$ cat src/md5_pkg.sv
package md5_pkg;

    // Width of the message byte count; the bit length is this count times eight.
    localparam int COUNT_W = 61;

    // Chaining word values at the start of every message.
    localparam logic [31:0] INIT_A = 32'h67452301;
    localparam logic [31:0] INIT_B = 32'hEFCDAB89;
    localparam logic [31:0] INIT_C = 32'h98BADCFE;
    localparam logic [31:0] INIT_D = 32'h10325476;

    // Padding marker byte.
    localparam logic [7:0] PAD_BYTE = 8'h80;

    // Commands from the controller to the datapath.
    typedef struct packed {
        logic       write_byte;  // store the input byte and bump the count
        logic       start;       // copy chaining words into the working words
        logic       round;       // run one compression round
        logic [5:0] ridx;        // round number, 0 to 63
        logic       fold;        // add working words into the chaining words
        logic       pad;         // write 0x80, zero the tail, maybe the length
        logic       pad_len;     // zero the whole block and write the length
        logic       emit;        // load the digest register and restart
    } t_cmd;

    // Status from the datapath to the controller.
    typedef struct packed {
        logic blk_full;  // the next byte completes the block
        logic pad_wrap;  // at most 8 free bytes, length needs an extra block
    } t_status;

    // Additive constant of each round.
    function automatic logic [31:0] sine_k(input logic [5:0] r);
        logic [31:0] k;
        begin
            unique case (r)
                6'd0:  k = 32'hD76AA478;  6'd1:  k = 32'hE8C7B756;
                6'd2:  k = 32'h242070DB;  6'd3:  k = 32'hC1BDCEEE;
                6'd4:  k = 32'hF57C0FAF;  6'd5:  k = 32'h4787C62A;
                6'd6:  k = 32'hA8304613;  6'd7:  k = 32'hFD469501;
                6'd8:  k = 32'h698098D8;  6'd9:  k = 32'h8B44F7AF;
                6'd10: k = 32'hFFFF5BB1;  6'd11: k = 32'h895CD7BE;
                6'd12: k = 32'h6B901122;  6'd13: k = 32'hFD987193;
                6'd14: k = 32'hA679438E;  6'd15: k = 32'h49B40821;
                6'd16: k = 32'hF61E2562;  6'd17: k = 32'hC040B340;
                6'd18: k = 32'h265E5A51;  6'd19: k = 32'hE9B6C7AA;
                6'd20: k = 32'hD62F105D;  6'd21: k = 32'h02441453;
                6'd22: k = 32'hD8A1E681;  6'd23: k = 32'hE7D3FBC8;
                6'd24: k = 32'h21E1CDE6;  6'd25: k = 32'hC33707D6;
                6'd26: k = 32'hF4D50D87;  6'd27: k = 32'h455A14ED;
                6'd28: k = 32'hA9E3E905;  6'd29: k = 32'hFCEFA3F8;
                6'd30: k = 32'h676F02D9;  6'd31: k = 32'h8D2A4C8A;
                6'd32: k = 32'hFFFA3942;  6'd33: k = 32'h8771F681;
                6'd34: k = 32'h6D9D6122;  6'd35: k = 32'hFDE5380C;
                6'd36: k = 32'hA4BEEA44;  6'd37: k = 32'h4BDECFA9;
                6'd38: k = 32'hF6BB4B60;  6'd39: k = 32'hBEBFBC70;
                6'd40: k = 32'h289B7EC6;  6'd41: k = 32'hEAA127FA;
                6'd42: k = 32'hD4EF3085;  6'd43: k = 32'h04881D05;
                6'd44: k = 32'hD9D4D039;  6'd45: k = 32'hE6DB99E5;
                6'd46: k = 32'h1FA27CF8;  6'd47: k = 32'hC4AC5665;
                6'd48: k = 32'hF4292244;  6'd49: k = 32'h432AFF97;
                6'd50: k = 32'hAB9423A7;  6'd51: k = 32'hFC93A039;
                6'd52: k = 32'h655B59C3;  6'd53: k = 32'h8F0CCC92;
                6'd54: k = 32'hFFEFF47D;  6'd55: k = 32'h85845DD1;
                6'd56: k = 32'h6FA87E4F;  6'd57: k = 32'hFE2CE6E0;
                6'd58: k = 32'hA3014314;  6'd59: k = 32'h4E0811A1;
                6'd60: k = 32'hF7537E82;  6'd61: k = 32'hBD3AF235;
                6'd62: k = 32'h2AD7D2BB;  6'd63: k = 32'hEB86D391;
                default: k = 32'h0;
            endcase
            return k;
        end
    endfunction

    // Rotate amount, chosen by the stage and the low two bits of the round.
    function automatic logic [4:0] shift_amt(input logic [3:0] sel);
        logic [4:0] s;
        begin
            unique case (sel)
                4'd0:  s = 5'd7;   4'd1:  s = 5'd12;
                4'd2:  s = 5'd17;  4'd3:  s = 5'd22;
                4'd4:  s = 5'd5;   4'd5:  s = 5'd9;
                4'd6:  s = 5'd14;  4'd7:  s = 5'd20;
                4'd8:  s = 5'd4;   4'd9:  s = 5'd11;
                4'd10: s = 5'd16;  4'd11: s = 5'd23;
                4'd12: s = 5'd6;   4'd13: s = 5'd10;
                4'd14: s = 5'd15;  4'd15: s = 5'd21;
                default: s = 5'd0;
            endcase
            return s;
        end
    endfunction

    // Block word used by a round.
    function automatic logic [3:0] msg_index(input logic [5:0] r);
        logic [3:0] rl;
        logic [3:0] g;
        begin
            rl = r[3:0];
            unique case (r[5:4])
                2'd0:    g = rl;
                2'd1:    g = (rl << 2) + rl + 4'd1;
                2'd2:    g = (rl << 1) + rl + 4'd5;
                default: g = (rl << 3) - rl;
            endcase
            return g;
        end
    endfunction

endpackage

$ cat src/md5_message_digest.sv
// Channel   Direction  Handshake           Payload
// input     in         i_valid / o_stall   i_data_byte, i_has_byte, i_last
// digest    out        o_valid / i_stall   o_digest_a, o_digest_b, o_digest_c, o_digest_d
//
// A byte that does not complete a 64-byte block is stored without compression. The byte
// that completes a block starts a compression: one round per cycle on the single round
// unit, then a fold into the chaining words. A last request adds a padding step and a
// compression, a second padding step and compression when the length needs an extra
// block, and a step that loads the digest register. Reset is synchronous and active low.
// A waiting digest holds in its register; the next message may start meanwhile.
module md5_message_digest (
    input  logic        i_clk,
    input  logic        i_rst_n,
    input  logic        i_valid,
    output logic        o_stall,
    input  logic [7:0]  i_data_byte,
    input  logic        i_has_byte,
    input  logic        i_last,
    output logic        o_valid,
    input  logic        i_stall,
    output logic [31:0] o_digest_a,
    output logic [31:0] o_digest_b,
    output logic [31:0] o_digest_c,
    output logic [31:0] o_digest_d
);
    import md5_pkg::*;

    t_cmd    cmd;
    t_status status;

    // Sequencer for byte loading, rounds, padding and digest output.
    md5_ctrl u_ctrl (
        .i_clk      (i_clk),
        .i_rst_n    (i_rst_n),
        .i_valid    (i_valid),
        .i_has_byte (i_has_byte),
        .i_last     (i_last),
        .o_stall    (o_stall),
        .o_valid    (o_valid),
        .i_stall    (i_stall),
        .i_status   (status),
        .o_cmd      (cmd)
    );

    // Block buffer, round unit and chaining words.
    md5_datapath u_datapath (
        .i_clk       (i_clk),
        .i_rst_n     (i_rst_n),
        .i_cmd       (cmd),
        .i_data_byte (i_data_byte),
        .o_status    (status),
        .o_digest_a  (o_digest_a),
        .o_digest_b  (o_digest_b),
        .o_digest_c  (o_digest_c),
        .o_digest_d  (o_digest_d)
    );

endmodule

$ cat src/md5_datapath.sv
module md5_datapath (
    input  logic             i_clk,
    input  logic             i_rst_n,
    input  md5_pkg::t_cmd    i_cmd,
    input  logic [7:0]       i_data_byte,
    output md5_pkg::t_status o_status,
    output logic [31:0]      o_digest_a,
    output logic [31:0]      o_digest_b,
    output logic [31:0]      o_digest_c,
    output logic [31:0]      o_digest_d
);
    import md5_pkg::*;

    logic [31:0]        r_chain [4];
    logic [31:0]        n_chain [4];
    logic [31:0]        r_work  [4];
    logic [31:0]        n_work  [4];
    logic [31:0]        r_block [16];
    logic [31:0]        n_block [16];
    logic [COUNT_W-1:0] r_count;
    logic [COUNT_W-1:0] n_count;
    logic [31:0]        r_dig   [4];

    logic [5:0]  pos;
    logic [63:0] bit_len;
    logic [1:0]  stage;
    logic [31:0] f;
    logic [31:0] sum;
    logic [63:0] rot_wide;
    logic [31:0] new_b;

    assign pos     = r_count[5:0];
    assign bit_len = {r_count, 3'b000};

    assign o_status.blk_full = &pos;
    assign o_status.pad_wrap = &pos[5:3];

    // One compression round: mixing function, four-way add, rotate, add.
    assign stage = i_cmd.ridx[5:4];
    always_comb begin
        unique case (stage)
            2'd0:    f = (r_work[1] & r_work[2]) | (~r_work[1] & r_work[3]);
            2'd1:    f = (r_work[1] & r_work[3]) | (r_work[2] & ~r_work[3]);
            2'd2:    f = r_work[1] ^ r_work[2] ^ r_work[3];
            default: f = r_work[2] ^ (r_work[1] | ~r_work[3]);
        endcase
    end

    assign sum      = f + r_work[0] + sine_k(i_cmd.ridx) + r_block[msg_index(i_cmd.ridx)];
    assign rot_wide = {sum, sum} << shift_amt({stage, i_cmd.ridx[1:0]});
    assign new_b    = r_work[1] + rot_wide[63:32];

    // Working words: loaded from the chaining words, then shifted each round.
    always_comb begin
        n_work = r_work;
        if (i_cmd.start) begin
            n_work = r_chain;
        end else if (i_cmd.round) begin
            n_work[0] = r_work[3];
            n_work[1] = new_b;
            n_work[2] = r_work[1];
            n_work[3] = r_work[2];
        end
    end

    // Block buffer: byte writes and the two padding forms.
    always_comb begin
        logic [5:0] p;
        n_block = r_block;
        p       = 6'd0;
        for (int w = 0; w < 16; w++) begin
            for (int b = 0; b < 4; b++) begin
                p = {4'(w), 2'(b)};
                if (i_cmd.write_byte && p == pos) begin
                    n_block[w][b*8 +: 8] = i_data_byte;
                end
                if (i_cmd.pad) begin
                    if (p == pos) begin
                        n_block[w][b*8 +: 8] = PAD_BYTE;
                    end else if (p > pos) begin
                        n_block[w][b*8 +: 8] = 8'h00;
                    end
                end
                if (i_cmd.pad_len) begin
                    n_block[w][b*8 +: 8] = 8'h00;
                end
            end
        end
        if ((i_cmd.pad && !o_status.pad_wrap) || i_cmd.pad_len) begin
            n_block[14] = bit_len[31:0];
            n_block[15] = bit_len[63:32];
        end
    end

    // Chaining words and byte count.
    always_comb begin
        n_chain = r_chain;
        n_count = r_count;
        if (i_cmd.write_byte) begin
            n_count = r_count + COUNT_W'(1);
        end
        if (i_cmd.fold) begin
            for (int i = 0; i < 4; i++) begin
                n_chain[i] = r_chain[i] + r_work[i];
            end
        end
        if (i_cmd.emit) begin
            n_chain[0] = INIT_A;
            n_chain[1] = INIT_B;
            n_chain[2] = INIT_C;
            n_chain[3] = INIT_D;
            n_count    = '0;
        end
    end

    // Message state registers.
    always_ff @(posedge i_clk) begin
        if (!i_rst_n) begin
            r_chain[0] <= INIT_A;
            r_chain[1] <= INIT_B;
            r_chain[2] <= INIT_C;
            r_chain[3] <= INIT_D;
            r_count    <= '0;
        end else begin
            r_chain <= n_chain;
            r_count <= n_count;
        end
    end

    // Payload registers.
    always_ff @(posedge i_clk) begin
        r_work  <= n_work;
        r_block <= n_block;
        if (i_cmd.emit) begin
            r_dig <= r_chain;
        end
    end

    assign o_digest_a = r_dig[0];
    assign o_digest_b = r_dig[1];
    assign o_digest_c = r_dig[2];
    assign o_digest_d = r_dig[3];

endmodule

$ cat src/md5_ctrl.sv
module md5_ctrl (
    input  logic             i_clk,
    input  logic             i_rst_n,
    input  logic             i_valid,
    input  logic             i_has_byte,
    input  logic             i_last,
    output logic             o_stall,
    output logic             o_valid,
    input  logic             i_stall,
    input  md5_pkg::t_status i_status,
    output md5_pkg::t_cmd    o_cmd
);
    import md5_pkg::*;

    localparam logic [2:0] ST_IDLE   = 3'd0;
    localparam logic [2:0] ST_ROUND  = 3'd1;
    localparam logic [2:0] ST_FOLD   = 3'd2;
    localparam logic [2:0] ST_PAD    = 3'd3;
    localparam logic [2:0] ST_PADLEN = 3'd4;
    localparam logic [2:0] ST_EMIT   = 3'd5;

    // Where to go once a compression has been folded in.
    localparam logic [1:0] AFT_IDLE   = 2'd0;
    localparam logic [1:0] AFT_PAD    = 2'd1;
    localparam logic [1:0] AFT_PADLEN = 2'd2;
    localparam logic [1:0] AFT_EMIT   = 2'd3;

    logic [2:0] r_state;
    logic [2:0] n_state;
    logic [1:0] r_after;
    logic [1:0] n_after;
    logic [5:0] r_ridx;
    logic [5:0] n_ridx;
    logic       r_out_valid;
    logic       n_out_valid;
    logic       accept;
    logic       out_free;

    assign accept   = i_valid && (r_state == ST_IDLE);
    assign out_free = !r_out_valid || !i_stall;
    assign o_stall  = (r_state != ST_IDLE);
    assign o_valid  = r_out_valid;

    // Next state and datapath commands.
    always_comb begin
        n_state     = r_state;
        n_after     = r_after;
        n_ridx      = r_ridx;
        n_out_valid = r_out_valid && i_stall;
        o_cmd       = '0;
        o_cmd.ridx  = r_ridx;
        unique case (r_state)
            ST_IDLE: begin
                if (accept) begin
                    o_cmd.write_byte = i_has_byte;
                    if (i_has_byte && i_status.blk_full) begin
                        o_cmd.start = 1'b1;
                        n_ridx      = 6'd0;
                        n_after     = i_last ? AFT_PAD : AFT_IDLE;
                        n_state     = ST_ROUND;
                    end else if (i_last) begin
                        n_state = ST_PAD;
                    end
                end
            end
            ST_ROUND: begin
                o_cmd.round = 1'b1;
                n_ridx      = r_ridx + 6'd1;
                if (&r_ridx) begin
                    n_state = ST_FOLD;
                end
            end
            ST_FOLD: begin
                o_cmd.fold = 1'b1;
                unique case (r_after)
                    AFT_IDLE:   n_state = ST_IDLE;
                    AFT_PAD:    n_state = ST_PAD;
                    AFT_PADLEN: n_state = ST_PADLEN;
                    default:    n_state = ST_EMIT;
                endcase
            end
            ST_PAD: begin
                o_cmd.pad   = 1'b1;
                o_cmd.start = 1'b1;
                n_ridx      = 6'd0;
                n_after     = i_status.pad_wrap ? AFT_PADLEN : AFT_EMIT;
                n_state     = ST_ROUND;
            end
            ST_PADLEN: begin
                o_cmd.pad_len = 1'b1;
                o_cmd.start   = 1'b1;
                n_ridx        = 6'd0;
                n_after       = AFT_EMIT;
                n_state       = ST_ROUND;
            end
            ST_EMIT: begin
                if (out_free) begin
                    o_cmd.emit  = 1'b1;
                    n_out_valid = 1'b1;
                    n_state     = ST_IDLE;
                end
            end
            default: begin
                n_state = ST_IDLE;
            end
        endcase
    end

    // Control registers.
    always_ff @(posedge i_clk) begin
        if (!i_rst_n) begin
            r_state     <= ST_IDLE;
            r_after     <= AFT_IDLE;
            r_ridx      <= 6'd0;
            r_out_valid <= 1'b0;
        end else begin
            r_state     <= n_state;
            r_after     <= n_after;
            r_ridx      <= n_ridx;
            r_out_valid <= n_out_valid;
        end
    end

endmodule
$ cat config.mk
export PLATFORM = sky130hd
export DESIGN_NAME = md5_message_digest
export DESIGN_NICKNAME = d
export VERILOG_FILES = /design/src/md5_pkg.sv /design/src/md5_message_digest.sv /design/src/md5_datapath.sv /design/src/md5_ctrl.sv
export SDC_FILE = /design/constraint.sdc
export NUM_CORES = 2
export LEC_CHECK = 0
export BUFFER_PORTS_ARGS = -buffer_cell sky130_fd_sc_hd__buf_2
export CORE_MARGIN = 3
export CORE_UTILIZATION = 30
export DETAILED_ROUTE_END_ITERATION = 16
export GPL_TIMING_DRIVEN = 0
export SYNTH_ARGS = -nofsm -noshare
export SYNTH_HDL_FRONTEND = slang
export SYNTH_SLANG_ARGS = --single-unit
$ cat constraint.sdc
create_clock -name i_clk -period 21.5 [get_ports i_clk]
set_input_delay 2.15 -clock i_clk [delete_from_list [all_inputs] [get_ports i_clk]]
set_output_delay 2.15 -clock i_clk [all_outputs]
set_load 0.02 [all_outputs]
==> impl_metrics.csv <==
group,metric,value,unit
routing,via_per_inst,5.763,
place,gp_congestion,1.082,
synth,async_flop_share,0,%
synth,synth-seq-cells,1006,
finish,final_common_cell,"nand2_1",
routing,firstDrtPassIters,7,
flow_run,drv_cap,4,
sta,fin_crit_sh,64.73,%
die,num_rows,162,
synth,synth_seq_area_share,38.24,%
die,die_h,451.7,um
finish,syn2layout_area_growth,13.33,%
cts,insertion_delay,0.78,ns
synth,yosysUniqueCellTypes,96,
finish,seq_area,22780,um^2
cts,clk_path_buf_depth,3,
critical_path,start_kind,"flip-flop",
cts,cts-htree-levels,3,
finish,layout-drive-gt1-share,8.431,%
routing,postRouteAntennaNets,0,
cts,cts.clk_slew.worst_paths,0.06,ns
cts,tritoncts,"built",
sta,setup-violations-final,0,
global_route,grt_max_degree,91,
routing,drt_iter0_drc,7113,
sta,min_period,13.92,ns
die,die_w,451.7,um
global_route,grt.total_usage,26.65,%
critical_path,worstSetupStartpoint,"u_ctrl.r_ridx[0]",
finish,mostFrequentLayoutCells,"nand2_1, dfxtp_1, a21oi_1, nor2_1, o21ai_0",
critical_path,cpPeakStageDelay,0.96,ns
routing,drc,0,
finish,fin_area,67530,um^2
min_path,hold_path.class,"flip-flop to flip-flop",
finish,multi_input_comb_area,34410,um^2
global_route,grt-ovfl-total,0,
synth,synth_warnings,0,
sta,hold_violations,0,
sta,tightest_slew,1.523,ns
die,initial_core_util,30.37,%
synth,synth_edf_count,264,
finish,final_util,34.42,%
cts,cts_root_buf,"clkbuf_16",
global_route,grt_pass1_wl,395200,um
sta,fmax,71.86,MHz
status,outcome,"finished with violations",
pwr,internal_power,6.783,mW
routing,routedWlPerCell,28.38,um
pwr,combPwrFrac,64.6,%
critical_path,r2r-start,"u_ctrl.r_ridx[0]",
pwr,p_switching,6.633,mW
pwr,pwr-share-seq,20.6,%
global_route,antenna_found_initial,16,
pwr,powerDensity,198.7,nW/um^2
sta,slew_headroom,-1.516,%
pwr,ir_drop,0.2529,mV
cts,postCtsSetupRepairBufs,0,
die,core_area,196200,um^2
critical_path,critical_path_class,"flip-flop to flip-flop",
pwr,p_leak,25.64,nW
cts,cts-resized-gates,0,
synth,synth_cells,7000,
pwr,p_sw_share,49.44,%
global_route,grt_pass1_vias,53912,
status,violations,"capacitance limit, slew limit",
routing,drt-total-wl,283400,um
sta,tns,0,ns
critical_path,end_kind,"flip-flop",
sta,maxSlewViolCount,33,
finish,fillerInstances,20719,
cts,clock_sinks,1006,
synth,synthesis.nets,7295,
place,dpl_cell_area,63790,um^2
sta,grt_setup_unrepaired,"false",
synth,syn_area_per_cell,8.512,um^2
cts,cts_hold_buf,0,
place,io_buffers,136,
cts,cts_buffers,113,
critical_path,cp_max_fo,10,
routing,dr_total_vias,57556,
critical_path,worst_ep_required_time,22.02,ns
synth,ys.flop_type,"dfxtp_1",
critical_path,crit_arrival,14.43,ns
die,ioPinCount,144,
place,dp.final_hpwl,215000,um
sta,fin_skew,0.03346,ns
finish,nNetsFinal,7557,
synth,synth_area,59580,um^2
min_path,hp-start,"u_datapath.r_block[116]",
pwr,p_total,13.42,mW
critical_path,slowest_stage,"buf_1",
die,die_area,204000,um^2
pwr,clkPwrFrac,14.7,%
-- cell usage after synthesis (47+ instances only) --
cell type	number	area share, %
nor2b_1	70	0.74
edfxtp_1	264	13
o21ai_0	416	3.5
xor2_1	86	1.3
nor2_1	538	3.4
o211ai_1	73	0.92
fa_1	68	2.3
a31oi_1	76	0.80
inv_1	238	1.5
or2_2	47	0.49
ha_1	213	4.5
a21o_1	68	0.86
clkbuf_1	326	2.1
dfxtp_1	742	25
a21oi_1	733	6.2
nand3_1	141	1.2
xnor2_1	143	2.1
mux2i_1	270	4.5
mux4_2	147	5.6
buf_1	50	0.32
nand2_1	1424	9.0
a211oi_1	102	1.3
nor3_1	92	0.77
-- power by group through the flow --
stage	combinational [mW]	sequential (mW)	clock, mW
after CTS	8.46	2.75	2.00
after global routing	9.41	2.77	2.07
after floorplan	6.07	2.57	0
after global placement	8.30	2.79	0
final	8.67	2.77	1.98
after detailed placement	8.41	2.78	0
-- worst paths after layout --
check / to / slack, ns / cells past startpoint
worst min register to register: u_datapath.r_block[116] / 0.45 / 2
worst max register to register: u_datapath.r_work[95] / 7.58 / 40
worst max-delay path: u_datapath.r_work[95] / 7.58 / 40
worst min-delay path: u_datapath.r_block[116] / 0.45 / 2
-- cell families (layout without fill, tap and decap cells) --
kind of cell    Yosys count  count (layout)  share of synthesized area [%]
simple gates           2571            2571                          18.51
compound gates         1827            1827                          18.38
flops                  1006            1006                          38.24
buf+inv                 643             997                          4.112
mux                     440             440                          10.53
fa+ha+maj               281             281                          6.758
xor+xnor                232             232                          3.478
other cells               0              10                              0
-- through the flow --
step	instances	hold WS (ns)	setup slack (ns)
final	9988	0.4527	7.584
after global routing	9980	0.4690	7.311
after CTS	9978	0.4531	8.025
after detailed placement	9771	0.4454	8.045
after global placement	9760	0.4385	6.587
after floorplan	7000	0.4331	11.40
-- final cells by class --
cell class / instances / share of cell area [%]
clock inverter: 50 / 0.7560
timing repair buffer: 147 / 1.288
multi-input combinational: 5351 / 50.96
inverter: 248 / 1.386
sequential: 1006 / 33.74
tap: 2624 / 4.862
antenna: 10 / 0.03706
clock buffer: 157 / 4.719
buffer: 395 / 2.259
-- critical path, delay by kind of cell (launching register included) --
family,cells,cell delay [ns]
compound gates,18,5.47
simple gates,4,0.76
flops,1,0.54
fa+ha+maj,6,2.30
mux,5,1.46
buf+inv,7,3.09
-- sequential cells by signal (all words and copies together), names as in the netlist, named ones only --
| signal | count |
|---|---|
| u_datapath.o_digest_a | 32 |
| u_ctrl.r_state | 3 |
| u_ctrl.r_ridx | 6 |
| u_datapath.r_count | 61 |
| u_datapath.o_digest_d | 32 |
| u_datapath.o_digest_b | 32 |
| u_ctrl.o_valid | 1 |
| u_datapath.o_digest_c | 32 |
| u_datapath.r_work | 128 |
| u_ctrl.r_after | 2 |
| u_datapath.r_chain | 128 |
| u_datapath.r_block | 512 |
-- per-layer routing --
metal	GRT usage (%)	vias to the layer above	part of all wire (%)
met2	40.74	3429	43
met3	5.488	800	9.7
li1	-	25428	-
met5	0	-	0.014
met4	18.68	6	8.4
met1	33.59	27893	39
No activity file was read; power rests on OpenSTA's default activity.
